==> config.mk <==
export PLATFORM = sky130hd
export DESIGN_NAME = smlt_isqrt
export DESIGN_NICKNAME = d
export VERILOG_FILES = /design/src/sv/smlt_pkg.sv /design/src/sv/smlt_isqrt.sv
export SDC_FILE = /design/constraint.sdc
export NUM_CORES = 2
export LEC_CHECK = 0
export BUFFER_PORTS_ARGS = -buffer_cell sky130_fd_sc_hd__buf_2
export CORE_UTILIZATION = 50
export DETAILED_ROUTE_END_ITERATION = 6
export MAX_ROUTING_LAYER = met4
export PLACE_DENSITY = 0.65
export SETUP_SLACK_MARGIN = 0.5
export SLEW_MARGIN = 25
export SYNTH_ARGS = -nofsm -noshare
export SYNTH_HDL_FRONTEND = slang
export SYNTH_SLANG_ARGS = --single-unit
==> constraint.sdc <==
create_clock -name clock -period 8 [get_ports clock]
set_clock_uncertainty 0.05 [all_clocks]
set_input_delay 0.8 -clock clock [delete_from_list [all_inputs] [get_ports clock]]
set_output_delay 0.8 -clock clock [all_outputs]
set_load 0.02 [all_outputs]
==> src/sv/smlt_pkg.sv <==
package smlt_pkg;

   localparam int WordWidth  = 32;
   localparam int SpeedWidth = 31;
   localparam int TimeWidth  = 16;
   localparam int StepWidth  = SpeedWidth + TimeWidth;
   localparam int SumWidth   = 64;
   localparam int LenWidth   = 32;
   localparam int LenqWidth  = StepWidth + 1;
   localparam int NumWidth   = WordWidth + StepWidth;
   localparam int QuoWidth   = 32;
   localparam int RootStages = 32;
   localparam int DivStages  = QuoWidth;
   localparam int Axes       = 3;

   localparam logic [SpeedWidth-1:0] SpeedReset = 31'd65536;
   localparam logic                  AddrSpeed  = 1'b0;

   typedef struct packed {
      logic [Axes-1:0][WordWidth-1:0] cur;
      logic [Axes-1:0][WordWidth-1:0] goal;
      logic [Axes-1:0]                neg;
      logic [Axes-1:0][WordWidth-1:0] mag;
      logic [StepWidth-1:0]           step;
   } carry_a_type;

   typedef struct packed {
      logic [Axes-1:0][WordWidth-1:0] cur;
      logic [Axes-1:0][WordWidth-1:0] goal;
      logic [Axes-1:0]                neg;
      logic [Axes-1:0][WordWidth-1:0] mag;
      logic                           moving;
   } carry_b_type;

endpackage

==> src/sv/smlt_isqrt.sv <==
module smlt_isqrt (
   input  logic                          clock,
   input  logic                          en,
   input  logic [smlt_pkg::SumWidth-1:0] num,
   output logic [smlt_pkg::LenWidth-1:0] root
);
   import smlt_pkg::*;

   logic [SumWidth-1:0] n_ff [RootStages];
   logic [SumWidth-1:0] r_ff [RootStages];

   for (genvar k = 0; k < RootStages; k++) begin : g_stage
      logic [SumWidth-1:0] n_src, r_src, n_in, r_in, bitv, trial;
      always_comb begin
         n_src = (k == 0) ? num : n_ff[(k == 0) ? 0 : k - 1];
         r_src = (k == 0) ? '0  : r_ff[(k == 0) ? 0 : k - 1];
         bitv  = SumWidth'(1) << (2 * (RootStages - 1 - k));
         trial = r_src + bitv;
         if (n_src >= trial) begin
            n_in = n_src - trial;
            r_in = (r_src >> 1) + bitv;
         end else begin
            n_in = n_src;
            r_in = r_src >> 1;
         end
      end
      always_ff @(posedge clock) begin
         if (en) begin
            n_ff[k] <= n_in;
            r_ff[k] <= r_in;
         end
      end
   end

   assign root = r_ff[RootStages-1][LenWidth-1:0];

endmodule

==> impl_metrics.py <==
metrics = {
    "run_status": {
        "status": "finished, final reports clean",
    },
    "cts": {
        "tritoncts_clock_tree": "yes",
        "ctsResizeCount": 0,
        "htree_num_levels": 5,
        "clock-root-buffer": "sky130_fd_sc_hd__clkbuf_16",
        "cts_max_path_buffers": 4,
        "numCtsBuffers": 288,
        "tritoncts_num_sinks": 2512,
        "clkLatencyLatePin_ns": 0.94,
        "worst_setup_hold_path_clk_slew_ns": 0.06,
    },
    "cells_and_area": {
        "regArea_mm2": 0.0754,
        "nFillCells": 19587,
        "final-instance-count-excl-fill": 13427,
        "multi_input_comb_area_mm2": 0.0426,
        "finalNetCount": 10657,
        "most_frequent_cells_in_the_layout": "sky130_fd_sc_hd__edfxtp_1, sky130_fd_sc_hd__inv_1, sky130_fd_sc_hd__nand2_1",
        "utilization_pct": 56.2,
        "layout-drive-gt1-share_pct": 7.08,
        "syn_to_final_growth_pct": 11.6,
        "mostFrequentLayoutCell": "sky130_fd_sc_hd__edfxtp_1",
    },
    "floorplanning": {
        "initial_core_util_pct": 50.4,
        "floorplan.die.height_um": 495,
        "die_outline_area_mm2": 0.245,
        "fp.dieW_um": 495,
        "floorplan.io_pins": 98,
        "core-area_mm2": 0.241,
        "floorplan.rows": 180,
    },
    "route": {
        "number_of_detailed_route_iterations_in_the_first_pass": 7,
        "drtAntennaViolNets": 0,
        "post-route-drc-count": 0,
        "viasPerCell": 5.89,
        "route.final.wire_length_mm": 311,
        "routed-via-count": 79104,
        "initialDrtViolationCount": 7445,
        "post_drt_wl_per_cell_um": 23.2,
    },
    "grt": {
        "grt_antenna_before_repair": 14,
        "grt_overflow_total": 0,
        "first_global_vias": 75883,
        "grt_first_pass_wirelength_mm": 468,
        "grt_usage_pct": 25.8,
        "grt_start_max_net_pins": 198,
    },
    "timing": {
        "max-slew-margin-rel_pct": 16.3,
        "final-setup-viol-count": 0,
        "timing_hold_violations_final": 0,
        "slew_viol_final": 0,
        "rsz0062_at_grt": "false",
        "fin_crit_sh_pct": 57.8,
        "max_clock_freq_mhz": 216,
        "setup_tns_ns": 0,
        "final.min_clock_period_ns": 4.63,
        "max_slew.worst_pin.slew_ns": 1.26,
    },
    "critical_path": {
        "cp-end-kind": "register",
        "category_of_the_critical_setup_timing_path": "reg -> reg",
        "required_ns": 8.56,
        "worst_ep_arrival_time_ns": 5.18,
        "startpoint_type": "register",
        "crit_path_max_fanout": 47,
    },
    "synthesis": {
        "syn_nets": 10347,
        "avgSynthCellArea_um2": 12.5,
        "seq_area_frac_synth_pct": 62.2,
        "synth_flop_cell": "sky130_fd_sc_hd__edfxtp_1",
        "post_synth_num_cell_types": 100,
        "synth_edf_count": 2512,
        "synth-async-reset-ratio_pct": 0,
        "post_synth_instance_area_mm2": 0.121,
        "ys_seq_elements": 2512,
        "synth_warnings": 0,
        "synthesis.instances": 9723,
    },
    "placement": {
        "dpl.hpwl_mm": 234,
        "io_buffer_count": 97,
        "globalplace.congestion": 0.991,
        "dp_cells": 12866,
    },
    "power": {
        "max-vdd-ir-drop_mv": 0.225,
        "finalPower_mw": 39.5,
        "powerDensity_mw_per_mm2": 292,
        "cellLeakagePower_nw": 50.6,
    },
    "hold_path": {
        "hold_path_class": "in -> reg",
    },
    "run": {
        "maxCapViolCount": 0,
    },
}
-- critical path, cell delays in order, from the launching register on --
cell and delay (ns):
sky130_fd_sc_hd__edfxtp_1 0.44, sky130_fd_sc_hd__inv_1 0.07, sky130_fd_sc_hd__ha_1 0.45, sky130_fd_sc_hd__nor4b_1 0.59
sky130_fd_sc_hd__nand4_1 0.16, sky130_fd_sc_hd__o311ai_0 0.75, sky130_fd_sc_hd__nor4b_1 0.20, sky130_fd_sc_hd__and2_1 0.21
sky130_fd_sc_hd__nand3_2 0.07, sky130_fd_sc_hd__buf_4 0.45, sky130_fd_sc_hd__nand4_1 0.43, sky130_fd_sc_hd__nor4_1 0.38
sky130_fd_sc_hd__xor2_1 0.11
-- registers in the layout, indices dropped and copies added, names as in the netlist --
register  count
n_ff       1984
r_ff        528
-- power by group --
part / internal [mW] / leakage (nW) / switching [mW]
Clock: 7.60 / 4.38 / 5.18
Sequential: 16.8 / 24.2 / 1.43
Combinational: 3.40 / 22.1 / 5.13
Total: 27.8 / 50.6 / 11.7
-- routing by layer --
layer | GRT usage [%] | part of all wire, % | vias to the layer above
li1 | - | - | 37149
met1 | 36.5 | 45 | 38793
met2 | 39.4 | 46 | 2690
met3 | 3.54 | 6.6 | 472
met4 | 6.77 | 2.6 | 0
met5 | - | 0 | -
-- path summary, 6_finish.rpt --
path             endpoint  slack [ns]  cells past startpoint         start
max          n_ff[1][575]        3.37                     12  r_ff[1][487]
min           n_ff[0][15]        0.08                      1       num[15]
max reg2reg  n_ff[1][575]        3.37                     12  r_ff[1][487]
min reg2reg    n_ff[1][3]        0.35                      0  n_ff[0][963]
-- repair_timing --
item                                   CTS  global route
buffers inserted                         0             0
hold buffers                            61             0
endpoints found under the hold margin   61             0
-- layout make-up --
type / instances / area share (%)
Antenna cell: 9 / 0.0166
Clock buffer: 341 / 5.56
Clock inverter: 149 / 1.11
Inverter: 708 / 1.96
Multi-Input combinational cell: 6305 / 31.4
Sequential cell: 2512 / 55.7
Tap cell: 3185 / 2.94
Timing Repair Buffer: 218 / 1.29
-- synthesized netlist by cell type (60+ instances only) --
cell,count,share of area [%]
sky130_fd_sc_hd__or4_1,60,0.37
sky130_fd_sc_hd__ha_1,558,5.8
sky130_fd_sc_hd__o21ai_0,481,2.0
sky130_fd_sc_hd__xor2_1,383,2.8
sky130_fd_sc_hd__nand4_1,182,0.94
sky130_fd_sc_hd__nand3_1,161,0.66
sky130_fd_sc_hd__a21oi_1,609,2.5
sky130_fd_sc_hd__nor3_1,252,1.0
sky130_fd_sc_hd__nor2b_1,72,0.37
sky130_fd_sc_hd__nand2_1,638,2.0
sky130_fd_sc_hd__inv_1,700,2.2
sky130_fd_sc_hd__or3_1,84,0.43
sky130_fd_sc_hd__xnor2_1,506,3.7
sky130_fd_sc_hd__nand2b_1,114,0.59
sky130_fd_sc_hd__edfxtp_1,2512,62
sky130_fd_sc_hd__o21a_1,104,0.64
sky130_fd_sc_hd__clkbuf_1,165,0.51
sky130_fd_sc_hd__a21o_1,237,1.5
sky130_fd_sc_hd__nor2_1,614,1.9
sky130_fd_sc_hd__nor4_1,338,1.7
-- logic make-up (layout without fill, tap and decap cells) --
family,Yosys count,count (layout),synth area share (%)
flops,2512,2512,62.2
compound gates,1937,1937,9.99
fa+ha+maj,558,558,5.75
simple gates,2851,2851,12.2
other cells,0,9,0
buf+inv,906,1416,2.86
mux,70,70,0.640
xor+xnor,889,889,6.42
-- stage by stage --
| step | setup slack, ns | hold slack [ns] | cell area, um2 |
|---|---|---|---|
| 6_report | 3.37 | 0.0798 | 135000 |
| 2_1_floorplan | 4.66 | 0.367 | 121000 |
| 3_3_place_gp | 3.41 | 0.375 | 126000 |
| 4_1_cts | 3.35 | 0.0218 | 135000 |
| 3_5_place_dp | 3.36 | 0.382 | 126000 |
| 5_1_grt | 2.99 | 0.0406 | 135000 |
Note: power is estimated with default switching activity, not from simulation.
